### config.mk
export PLATFORM = sky130hd
export DESIGN_NAME = fss_ctrl
export DESIGN_NICKNAME = d
export VERILOG_FILES = /design/src/sv/fss_pkg.sv /design/src/sv/fss_ctrl.sv
export SDC_FILE = /design/constraint.sdc
export NUM_CORES = 1
export LEC_CHECK = 0
export BUFFER_PORTS_ARGS = -buffer_cell sky130_fd_sc_hd__buf_2
export CORE_MARGIN = 2
export CORE_UTILIZATION = 43
export DETAILED_ROUTE_END_ITERATION = 8
export PLACE_DENSITY = 0.78
export SYNTH_ARGS = -nofsm -noshare
export SYNTH_HDL_FRONTEND = slang
export SYNTH_SLANG_ARGS = --single-unit
### constraint.sdc
create_clock -name clk -period 2.4 [get_ports clk]
set_input_delay 0.12 -clock clk [delete_from_list [all_inputs] [get_ports clk]]
set_output_delay 0.12 -clock clk [all_outputs]
set_load 0.05 [all_outputs]
### src/sv/fss_pkg.sv
// Shared types, constants and command codes of the fair-share task scheduler.
package fss_pkg;

  localparam int SLOTS = 16;
  localparam int SLOT_W = $clog2(SLOTS);

  localparam logic [16:0] DEFAULT_WEIGHT = 17'd1024;
  localparam logic [4:0] COUNT_MAX = 5'd31;
  localparam logic [20:0] LOAD_MAX = 21'h1FFFFF;

  typedef enum logic [2:0] {
    CMD_ENQUEUE = 3'd0,
    CMD_DEQUEUE = 3'd1,
    CMD_TICK = 3'd2,
    CMD_PICK = 3'd3,
    CMD_CHECK = 3'd4,
    CMD_SET_STATE = 3'd5
  } cmd_t;

  localparam logic [2:0] ST_RUNNING = 3'd0;
  localparam logic [2:0] ST_READY = 3'd1;
  localparam logic [2:0] ST_BLOCKED = 3'd2;
  localparam logic [2:0] ST_DEAD = 3'd3;
  localparam logic [2:0] ST_OTHER = 3'd4;

  // Commands from the controller to the datapath.
  typedef struct packed {
    logic load;        // capture the input transaction
    logic scan_start;  // clear the running minimum
    logic scan_step;   // compare one slot against the minimum
    logic enq;         // commit an enqueue
    logic deq;         // commit a dequeue
    logic set_state;   // commit a state write
    logic cur_first;   // current takes the scan result
    logic purge;       // remove the dead scan winner
    logic pick_done;   // current takes the scan result or none
    logic div_start;   // start the serial divider
    logic div_step;    // one quotient bit
    logic mul_step;    // one multiplier step
    logic tick_commit; // write charged runtime
    logic chk_commit;  // compare share used and need
  } fss_cmd_t;

  // Status from the datapath to the controller.
  typedef struct packed {
    logic [2:0] cmd;
    logic scan_last;
    logic div_last;
    logic mul_last;
    logic found;
    logic found_dead;
    logic count_zero;
    logic count_one;
    logic cur_valid;
    logic cur_is_slot;
    logic slot_queued;
    logic chk_ok;
  } fss_stat_t;

endpackage

### src/sv/fss_ctrl.sv
// Controller state machine of the fair-share task scheduler.
module fss_ctrl import fss_pkg::*; (
  input  logic clk,
  input  logic rst,
  input  logic in_fire,
  input  logic out_free,
  input  fss_stat_t stat,
  output fss_cmd_t cmd,
  output logic busy,
  output logic done
);

  typedef enum logic [3:0] {
    S_IDLE, S_DECODE, S_DEQ_SCAN, S_DEQ_FIX, S_PICK_SCAN, S_PICK_EVAL,
    S_TICK_DIV, S_TICK_COMMIT, S_CHK_MUL, S_CHK_DIV, S_CHK_COMMIT, S_DONE
  } state_t;

  state_t state;

  assign busy = (state != S_IDLE);

  // Command decode per state.
  always_comb begin
    cmd = '0;
    done = 1'b0;
    case (state)
      S_IDLE: cmd.load = in_fire;
      S_DECODE: begin
        case (stat.cmd)
          CMD_ENQUEUE: cmd.enq = 1'b1;
          CMD_DEQUEUE: begin
            cmd.deq = 1'b1;
            cmd.scan_start = 1'b1;
          end
          CMD_TICK: cmd.div_start = 1'b1;
          CMD_PICK: cmd.scan_start = 1'b1;
          CMD_CHECK: cmd.div_start = 1'b1;
          CMD_SET_STATE: cmd.set_state = 1'b1;
          default: ;
        endcase
      end
      S_DEQ_SCAN, S_PICK_SCAN: cmd.scan_step = 1'b1;
      S_DEQ_FIX: cmd.cur_first = 1'b1;
      S_PICK_EVAL: begin
        if (stat.found && stat.found_dead && !stat.count_one) begin
          cmd.purge = 1'b1;
          cmd.scan_start = 1'b1;
        end else if (stat.found && stat.found_dead) begin
          cmd.purge = 1'b1;
          cmd.pick_done = 1'b1;
        end else begin
          cmd.pick_done = 1'b1;
        end
      end
      S_TICK_DIV, S_CHK_DIV: cmd.div_step = 1'b1;
      S_TICK_COMMIT: cmd.tick_commit = 1'b1;
      S_CHK_MUL: cmd.mul_step = 1'b1;
      S_CHK_COMMIT: cmd.chk_commit = 1'b1;
      S_DONE: done = out_free;
      default: ;
    endcase
  end

  // State register.
  always_ff @(posedge clk) begin
    if (rst) begin
      state <= S_IDLE;
    end else begin
      case (state)
        S_IDLE: if (in_fire) state <= S_DECODE;
        S_DECODE: begin
          case (stat.cmd)
            CMD_DEQUEUE: state <= (stat.slot_queued && stat.cur_valid && stat.cur_is_slot) ?
                                  S_DEQ_SCAN : S_DONE;
            CMD_TICK: state <= stat.cur_valid ? S_TICK_DIV : S_DONE;
            CMD_PICK: state <= stat.count_zero ? S_PICK_EVAL : S_PICK_SCAN;
            CMD_CHECK: state <= stat.chk_ok ? S_CHK_MUL : S_DONE;
            default: state <= S_DONE;
          endcase
        end
        S_DEQ_SCAN: if (stat.scan_last) state <= S_DEQ_FIX;
        S_DEQ_FIX: state <= S_DONE;
        S_PICK_SCAN: if (stat.scan_last) state <= S_PICK_EVAL;
        S_PICK_EVAL: begin
          if (stat.found && stat.found_dead && !stat.count_one) state <= S_PICK_SCAN;
          else state <= S_DONE;
        end
        S_TICK_DIV: if (stat.div_last) state <= S_TICK_COMMIT;
        S_TICK_COMMIT: state <= S_DONE;
        S_CHK_MUL: if (stat.mul_last) state <= S_CHK_DIV;
        S_CHK_DIV: if (stat.div_last) state <= S_CHK_COMMIT;
        S_CHK_COMMIT: state <= S_DONE;
        S_DONE: if (out_free) state <= S_IDLE;
        default: state <= S_IDLE;
      endcase
    end
  end

endmodule

==> results.md, run 1 <==
* Vias in the first global route at between 700 and 800
* Max H-tree Level at 1
* Most used flip-flop cell after synthesis: dfxtp_1
* Largest net degree at the start of global routing at 18
* Setup TNS at 0 ns
* Post-CTS setup buffer count at 0
* Hold Violations, Final at 0
* Critical path startpoint: state[2]
* Least-Margin Pin Slew at around 0.49 ns
* Vias at 770
* Syn-to-layout area delta at 30.5%
* Clk root buf: clkbuf_4
* DRC viols at 0
* Post-synth EDFFs at 0
* Fin crit share at ~82%
* Largest family of logic cells by synthesized area: simple AND/OR/NAND/NOR gates
* Slew margin rel. at between 60% and 70%
* Distinct cells, synth at 40
* Crit path launch type: flip-flop
* Critical Path RT at between 2 and 2.5 ns
* Final #Nets at around 140
* Routability Congestion at just under 0.9
* Initial Util at ~46%
* Clock latency on the worst-skew pair at roughly 0.24 ns
* First-pass GRT wire length at ~2800 microns
* DRT iter0 DRCs at 2
* Max-cap violation count at 0
* Endpoints failing setup at 0
* R2r endpoint: state[0]
* Detailed Routing Iterations Pass 1 at 4
* Row count at 13
* Syn Area/Cell at around 7 sq um
* Post-synthesis compound-gate area fraction at approximately a third
* Hold WS at between 0.07 and 0.08 ns
* Layout cell share with drive strength beyond 1 at between 30% and 40%
* Post-route minimum period at about 2.0 ns
* LEAKAGE at ~0.35 nW
* Critical R2R Launch: state[2]
* Clock sink count at 4
* Yosys reg bits at 4
* Final wirelength at 1640 microns
* Wire length per cell at about 12 microns
* Die Span X at slightly above 40 microns
* Die area at ~1700 sq um
* Syn nets at roughly 110
* Via density at 5.83
* Clock Path Buffers at 2
* Total Routing Usage GR at 20.4%
* Port Buffers at 33
* Gr ovfl total at 0
* Endpoint arrival time on the critical path at 1.86 ns
* Crit path kind: flip-flop to output port
* Worst-path clk slew at roughly 0.040 ns
* Commonest cells after routing, fill and taps aside: 33 x buf_2, 10 x nor3_1, 6 x nor2_1, 6 x o21ai_0
* Inserted Clock Buffers at 3
* Initial antenna violation count at 0
* Post-Synth Simple-Gate Area at around 37%
* CTS tree: yes
* Ys async rst share at 0%
* Top Ports at 34
* Biggest regs: state x4
* R2R setup slack at around 0.54 ns
* Reg with most FFs: state
* FILL cells at 133
* Die height at between 40 and 50 microns
* Worst Path Max Fanout at 16
* Hpwl dp at about 1300 microns
* Post-CTS sizing at 0
* Fmax achieved at 0.506 GHz
* Most common cell after layout, fill and taps aside: buf_2
* Unrepaired setup endpoints after global routing: false
* Skew final at 0.00103 ns
* Syn Inst Count at slightly below 90
* Largest register FFs at 4
* Sequential element share of the synthesized area at 13.3%
* Peak VDD IR at approximately 470 uV
* Mux cell area share after synthesis at 3.53%
* Final ANT Viol Nets at 0
* Diode count at 0
* Crit path to: cmd[4]
* Synth Area in Adders at 0%
* Synth Cell Area at roughly 600 sq um
* Outcome: finished clean
* Pwr Density at 1020 nW/um^2
* Min-delay worst type: input port to flip-flop
* Worst r2r path cells at 4
* Synth warnings at 0
* Max-slew violations at 0
* Crit. End Element: output port
* Core ar. at between 1000 and 1500 sq um
* Post-Synth XOR/XNOR Area at 2.90%
* Cts hold-fix bufs at 0
where the power goes:
part / switching [mW] / internal [mW] / total [mW] / leakage (nW)
Sequential: 0.0381 / 0.0907 / 0.129 / 0.0329
Clock: 0.0309 / 0.0562 / 0.0870 / 0.0138
Combinational: 0.396 / 0.194 / 0.590 / 0.305
cell families (layout without fill, tap and decap cells):
logic type,after synthesis,in the layout
AOI/OAI and AO/OA,26,26
xor gates and xnor gates,2,2
muxes,2,2
DFF,4,4
and+or+nand+nor,40,40
buffers and inverters,14,43
synth_stat cells (2+ instances only):
| master | count | area (sq um) |
|---|---|---|
| a21oi_1 | 2 | 10.0 |
| clkbuf_1 | 6 | 22.5 |
| dfxtp_1 | 4 | 80.1 |
| inv_1 | 5 | 18.8 |
| nand2_1 | 5 | 18.8 |
| nand2b_1 | 5 | 31.3 |
| nand3b_1 | 3 | 22.5 |
| nor2_1 | 6 | 22.5 |
| nor3_1 | 10 | 50.1 |
| o211ai_1 | 2 | 15.0 |
| o21a_1 | 3 | 22.5 |
| o21ai_0 | 6 | 30.0 |
| o311ai_0 | 2 | 17.5 |
| o32a_1 | 2 | 20.0 |
| xnor2_1 | 2 | 17.5 |
metrics by stage:
stage                     setup slack (ns)  power (mW)  std cells  cell area [sq um]  util [%]
after global placement               0.610       0.708        129                764      58.8
after CTS                            0.406       0.811        132                787      60.5
after global routing                 0.308       0.867        132                787      60.5
after floorplan                     0.0670       0.601         88                609         -
after detailed placement             0.554       0.719        129                764      58.8
final                                0.422       0.806        132                787      60.5
final cells by class:
type / count / area [sq um] / share of cell area [%]
Multi-Input combinational cell: 70 / 467 / 59.3
Timing Repair Buffer: 35 / 180 / 22.9
Sequential cell: 4 / 80.1 / 10.2
Clock buffer: 3 / 22.5 / 2.86
Inverter: 5 / 18.8 / 2.38
Tap cell: 15 / 18.8 / 2.38
worst max-delay path: stages, from the launching register on:
cell and delay, ns:
dfxtp_1 0.45, or4b_1 0.67, nor3_1 0.20, buf_2 0.29
worst min path at each step:
| stage | from | end | slack [ns] | cells past startpoint |
|---|---|---|---|---|
| after floorplan | rst | state[2] | 0.19 | 1 |
| after detailed placement | rst | state[2] | 0.32 | 2 |
| after global routing | rst | state[2] | 0.08 | 2 |
| after global placement | rst | state[2] | 0.32 | 2 |
| after CTS | rst | state[2] | 0.06 | 2 |
| final | rst | state[2] | 0.07 | 2 |
routing by layer:
metal | GRT usage (%) | routed length, microns
met1 | 23.2 | 680
met2 | 35.0 | 814
met3 | 2.17 | 92
met4 | 14.8 | 46
met5 | 0 | 0
No activity file was read; power rests on OpenSTA's default activity.
==> inputs of run 2 (changes only) <==
--- a/config.mk
+++ b/config.mk
@@ -6,10 +6,11 @@
 export NUM_CORES = 1
 export LEC_CHECK = 0
 export BUFFER_PORTS_ARGS = -buffer_cell sky130_fd_sc_hd__buf_2
+export CORE_ASPECT_RATIO = 0.9
 export CORE_MARGIN = 2
-export CORE_UTILIZATION = 43
+export CORE_UTILIZATION = 38
 export DETAILED_ROUTE_END_ITERATION = 8
-export PLACE_DENSITY = 0.78
+export PLACE_DENSITY = 0.73
 export SYNTH_ARGS = -nofsm -noshare
 export SYNTH_HDL_FRONTEND = slang
 export SYNTH_SLANG_ARGS = --single-unit
==> constraint.sdc (replaced) <==
create_clock -name clk -period 1.6 [get_ports clk]
set_input_delay 0.08 -clock clk [delete_from_list [all_inputs] [get_ports clk]]
set_output_delay 0.08 -clock clk [all_outputs]
set_load 0.05 [all_outputs]
==> results.md, run 2 (synthesis gave the netlist of run 1 again) <==
* Hold Violations, Final at 0 (unchanged)
* Die height at 41.8 microns (+0.83%)
* Total Routing Usage GR at 22.0% (+1.5 points)
* Initial antenna violation count at 0 (unchanged)
* Pwr Density at 1540 nW/um^2 (+50%)
* Most common cell after layout, fill and taps aside: buf_2
* Crit path to: cmd[10]
* DRT iter0 DRCs at 19 (+17)
* Vias at 846 (+9.9%)
* Inserted Clock Buffers at 3 (unchanged)
* Largest net degree at the start of global routing at 12 (-6)
* Final wirelength at 2050 microns (+26%)
* Min-delay worst type: input port to flip-flop
* First-pass GRT wire length at 3170 microns (+13%)
* Slew margin rel. at 77.3% (+10 points)
* Endpoints failing setup at 4 (+4)
* Reg with most FFs: state
* CTS tree: yes
* Crit. End Element: output port
* Via density at 5.88 (+0.71%)
* Post-route minimum period at around 1.7 ns
* Detailed Routing Iterations Pass 1 at 4 (unchanged)
* Failing checks: negative setup slack
* Clk root buf: clkbuf_4
* Hpwl dp at 1590 microns (+26%)
* Critical path startpoint: state[2]
* DP Cell Count at 140 (+8.5%)
* Fin crit share at 105%
* R2R setup slack at 0.03 ns (-0.51 ns)
* Die area at 1920 sq um (+12%)
* Row count at 13 (unchanged)
* Biggest regs: state x4
* Max H-tree Level at 1 (unchanged)
* Layout Cells excl Fill at 144 (+9.1%)
* Finished Cell Area at 1040 sq um (+32%)
* Critical R2R Launch: state[2]
* Unrepaired setup endpoints after global routing: true
* Outcome: finished with violations
* Fmax achieved at about 0.59 GHz
* FILL cells at 113 (-15%)
* Commonest cells after routing, fill and taps aside: 23 x buf_2, 16 x buf_4, 6 x nor2_1, 6 x buf_6
* Crit path kind: flip-flop to output port
* Clock latency on the worst-skew pair at 0.24 ns (about the same)
* Least-Margin Pin Slew at 0.337 ns (-0.155 ns)
* Gr ovfl total at 0 (unchanged)
* Clock Path Buffers at 2 (unchanged)
* Core ar. at 1460 sq um (+12%)
* Worst r2r path cells at 4 (unchanged)
* Final ANT Viol Nets at 0 (unchanged)
* LEAKAGE at 0.454 nW (+29%)
* Endpoint arrival time on the critical path at 1.61 ns (-0.25 ns)
* Wire length per cell at 14.3 microns (+15%)
* Worst-path clk slew at 0.03 ns (about the same)
* Port Buffers at 33 (unchanged)
* Hold WS at 0.0361 ns (-0.0347 ns)
* Max-slew violations at 0 (unchanged)
* Initial Util at 41.2% (-5.1 points)
* Skew final at 0.00574 ns (+0.00471 ns)
* Peak VDD IR at 843 uV (+79%)
* Register area at 85.1 sq um (+6.2%)
* Layout cell share with drive strength beyond 1 at 53.5% (+18 points)
* Cts hold-fix bufs at 0 (unchanged)
* DRC viols at 0 (unchanged)
* Crit path launch type: flip-flop
* Syn-to-layout area delta at 72.8%
* R2r endpoint: state[0]
* Final #Nets at 149 (+8.8%)
* Multi-input logic area at 572 sq um (+23%)
* Max-cap violation count at 0 (unchanged)
* Top Ports at 34 (unchanged)
* Critical Path RT at 1.52 ns (-0.76 ns)
* Die Span X at 46.0 microns (+11%)
* Diode count at 0 (unchanged)
* PnR worst setup slack at -0.0868 ns (-0.509 ns)
* Largest register FFs at 4 (unchanged)
* DP Area at 908 sq um (+19%)
* Setup TNS at -0.242 ns (-0.242 ns)
* Clock sink count at 4 (unchanged)
* Routability Congestion at 0.845 (-2.7%)
* Worst Path Max Fanout at 5 (-11)
* Vias in the first global route at 750 (+7.0%)
==> run 2: cell count changes in the layout (fill, tap and decap cells not counted), moves of 2 or more <==
cell and delta:
nor3_2 +2, dfxtp_2 +4, nor3_4 +3, buf_2 -10, nor3_1 -5, dfxtp_1 -4, buf_6 +6, buf_4 +14
==> run 2: power breakdown <==
group          internal [mW]  switching (mW)  leakage (nW)
clock network         0.0840          0.0434        0.0138
logic                  0.521           0.775         0.406
registers              0.144          0.0341        0.0344
total                  0.749           0.852         0.454
==> run 2: worst min-delay path by stage <==
stage / start / end / slack, ns / depth (start not counted)
after floorplan: rst / state[2] / 0.14 / 1
after global placement: rst / state[2] / 0.27 / 2
after detailed placement: rst / state[2] / 0.27 / 2
after CTS: rst / state[2] / 0.03 / 2
after global routing: rst / state[2] / 0.04 / 2
final: rst / state[2] / 0.04 / 2
==> run 2: final cells by class <==
cell class                      instances  share of cell area [%]
Multi-Input combinational cell         70                    54.9
Timing Repair Buffer                   47                    31.2
Sequential cell                         4                    8.16
Clock buffer                            3                    2.16
Inverter                                5                    1.80
Tap cell                               15                    1.80
==> run 2: critical path, cell delays in order (launching register included) <==
cell and delay, ns:
dfxtp_2 0.32, or4b_4 0.56, buf_8 0.16, nor4_4 0.14
buf_6 0.19
==> run 2: timing repair <==
action / CTS / global route
resized for setup: 18 / 11
setup buffers: 1 / 0
pin swaps: 2 / 0
setup endpoints to repair: 9 / 14
==> run 2: through the flow <==
stage | power, mW | utilization, % | setup slack (ns)
floorplan | 1.00 | - | -0.380
global placement | 1.29 | 62.1 | 0.0581
detailed placement | 1.32 | 62.1 | 0.00490
CTS | 1.54 | 68.6 | -0.103
global route | 1.70 | 71.2 | -0.139
finish | 1.60 | 71.2 | -0.0868
==> run 2: metal layers <==
metal  part of all wire, %  track usage (%)
met1                    40             24.7
met2                    52             39.4
met3                   5.1             1.74
met4                   2.4             10.3
met5                     0                0
==> inputs of run 3 (changes only) <==
--- a/config.mk
+++ b/config.mk
@@ -11,6 +11,7 @@
 export CORE_UTILIZATION = 38
 export DETAILED_ROUTE_END_ITERATION = 8
 export PLACE_DENSITY = 0.73
+export SETUP_SLACK_MARGIN = 0.15
 export SYNTH_ARGS = -nofsm -noshare
 export SYNTH_HDL_FRONTEND = slang
 export SYNTH_SLANG_ARGS = --single-unit
==> results.md, run 3 (synthesis gave the netlist of run 1 again) <==
* Endpoints failing setup at 5 (+1)
* Sw Pwr at 0.895 mW (+5.0%)
* Core ar. at 1460 sq um (unchanged)
* Clock sink count at 4 (unchanged)
* Slew margin rel. at 73.7% (-3.6 points)
* Final wirelength at 2070 microns (+0.58%)
* Vias in the first global route at 758 (+1.1%)
* Most common cell after layout, fill and taps aside: buf_2
* Detailed Routing Iterations Pass 1 at 4 (unchanged)
* Clk root buf: clkbuf_4
* Initial antenna violation count at 0 (unchanged)
* Largest net degree at the start of global routing at 13 (+1)
* DRC viols at 0 (unchanged)
* Worst r2r path cells at 5 (+1)
* Row count at 13 (unchanged)
* Clock share of power at 7.0% (-1.0 points)
* Port Buffers at 33 (unchanged)
* Commonest cells after routing, fill and taps aside: 22 x buf_2, 16 x buf_6, 6 x nor3_4, 6 x buf_4
* Initial Util at 41.2% (unchanged)
* Largest register FFs at 4 (unchanged)
* Critical Path RT at 1.52 ns (about the same)
* Reg with most FFs: state
* Min-delay worst type: input port to flip-flop
* LEAKAGE at 0.471 nW (+3.7%)
* Routability Congestion at 0.849 (+0.50%)
* Worst-path clk slew at 0.04 ns (about the same)
* Hold Path Depth at 2 (unchanged)
* Fmax achieved at 0.603 GHz (+1.7%)
* Hold WS at 0.0597 ns (+0.0236 ns)
* PnR worst setup slack at -0.0593 ns (+0.0275 ns)
* Post-route minimum period at 1.66 ns (-0.0275 ns)
* Cts hold-fix bufs at 0 (unchanged)
* Clock Path Buffers at 2 (unchanged)
* Total Routing Usage GR at 22.7% (+0.74 points)
* Pwr Density at 1450 nW/um^2 (-5.9%)
* Max-slew violations at 0 (unchanged)
* Max H-tree Level at 1 (unchanged)
* Gr ovfl total at 0 (unchanged)
* Combinational share of power at 81.5% (+0.6 points)
* Least-Margin Pin Slew at 0.390 ns (+0.0533 ns)
* Syn-to-layout area delta at 91.1%
* Inserted Clock Buffers at 3 (unchanged)
* CTS tree: yes
* Crit path launch type: flip-flop
* Worst Path Max Fanout at 5 (unchanged)
* Failing checks: negative setup slack
* Clock latency on the worst-skew pair at 0.23 ns (about the same)
* Layout Cells excl Fill at 142 (-1.4%)
* FILL cells at 99 (-12%)
* Fin crit share at 104% (-1.7 points)
* DP Cell Count at 137 (-2.1%)
* Biggest regs: state x4
* First-pass GRT wire length at 3340 microns (+5.4%)
* Sequential Power Share at 11.5% (+0.4 points)
* Internal cell power at 0.772 mW (+3.1%)
* Layout cell share with drive strength beyond 1 at 59.8% (+6.4 points)
* Final ANT Viol Nets at 0 (unchanged)
* Endpoint arrival time on the critical path at 1.58 ns (-0.03 ns)
* Peak VDD IR at 889 uV (+5.4%)
* Die Span X at 46.0 microns (unchanged)
* Hold Violations, Final at 0 (unchanged)
* Vias at 842 (-0.47%)
* Skew final at 0.00319 ns (-0.00255 ns)
* DRT iter0 DRCs at 22 (+3)
* Die height at 41.8 microns (unchanged)
* Register area at 87.6 sq um (+2.9%)
* Diode count at 0 (unchanged)
* Max-cap violation count at 0 (unchanged)
* Total Power at 1.67 mW (+4.1%)
* Hpwl dp at 1500 microns (-5.6%)
* Via density at 5.93 (+0.93%)
* Sw Share at 53.7% (+0.45 points)
* Top Ports at 34 (unchanged)
* Multi-input logic area at 654 sq um (+14%)
* Crit. End Element: output port
* Unrepaired setup endpoints after global routing: true
* Crit path kind: flip-flop to output port
* Outcome: finished with violations
* Die area at 1920 sq um (unchanged)
* Final #Nets at 147 (-1.3%)
* Wire length per cell at 14.5 microns (+2.0%)
## run 3: cell count changes in the layout (fill, tap and decap cells not counted), moves of 2 or more
cell,previous run,this run
nand2b_4,1,4
nor3_4,3,6
buf_6,6,16
buf_4,16,6
nand2b_1,4,1
nor3_1,5,2
o21ai_1,0,2
o21ai_0,5,3
## run 3: area by class of cell
cell class	instances	share of cell area [%]
clock buffers	3	1.95
flip-flops and latches	4	7.60
multi-input cells	70	56.8
repair buffers	45	30.4
well taps	15	1.63
inverters	5	1.63
## run 3: repair_timing
action,4_1_cts,5_1_grt
hold endpoints to repair,0,0
buffers inserted,0,2
setup endpoints to repair,17,14
pin swaps,2,1
resized for setup,34,11
## run 3: worst max-delay path: stages (launching register included)
cell and delay, ns:
dfxtp_2 0.32, or4b_4 0.54, buf_6 0.16, nor3_4 0.16
buf_6 0.18
## run 3: power groups by stage
stage	logic [mW]	clock network [mW]	registers, mW
2_1_floorplan	0.902	0	0.166
3_3_place_gp	1.14	0	0.171
3_5_place_dp	1.15	0	0.174
4_1_cts	1.29	0.122	0.185
5_1_grt	1.43	0.131	0.199
6_report	1.36	0.117	0.192
## run 3: metrics by stage
stage | util, % | area [sq um] | setup TNS, ns | setup WS [ns]
3_5_place_dp | 65.0 | 951 | -0.0169 | -0.0169
2_1_floorplan | - | 752 | -0.224 | -0.131
4_1_cts | 74.5 | 1090 | -0.186 | -0.0685
5_1_grt | 78.7 | 1150 | -0.483 | -0.117
6_report | 78.7 | 1150 | -0.166 | -0.0593
3_3_place_gp | 65.0 | 951 | 0 | 0.0202
## run 3: worst paths after layout
kind,startpoint,to,slack (ns)
max reg2reg,state[3],state[3],0.03
max,state[3],cmd[4],-0.06
min reg2reg,state[1],state[1],0.52
min,rst,state[2],0.06
## run 3: routing by layer
metal  track usage [%]  vias up  routed length (microns)
met5                 0        -                        0
met4              10.3        0                       52
met2              37.5       40                     1010
met3              1.30        6                      113
met1              29.1      384                      887
li1                  -      412                        -
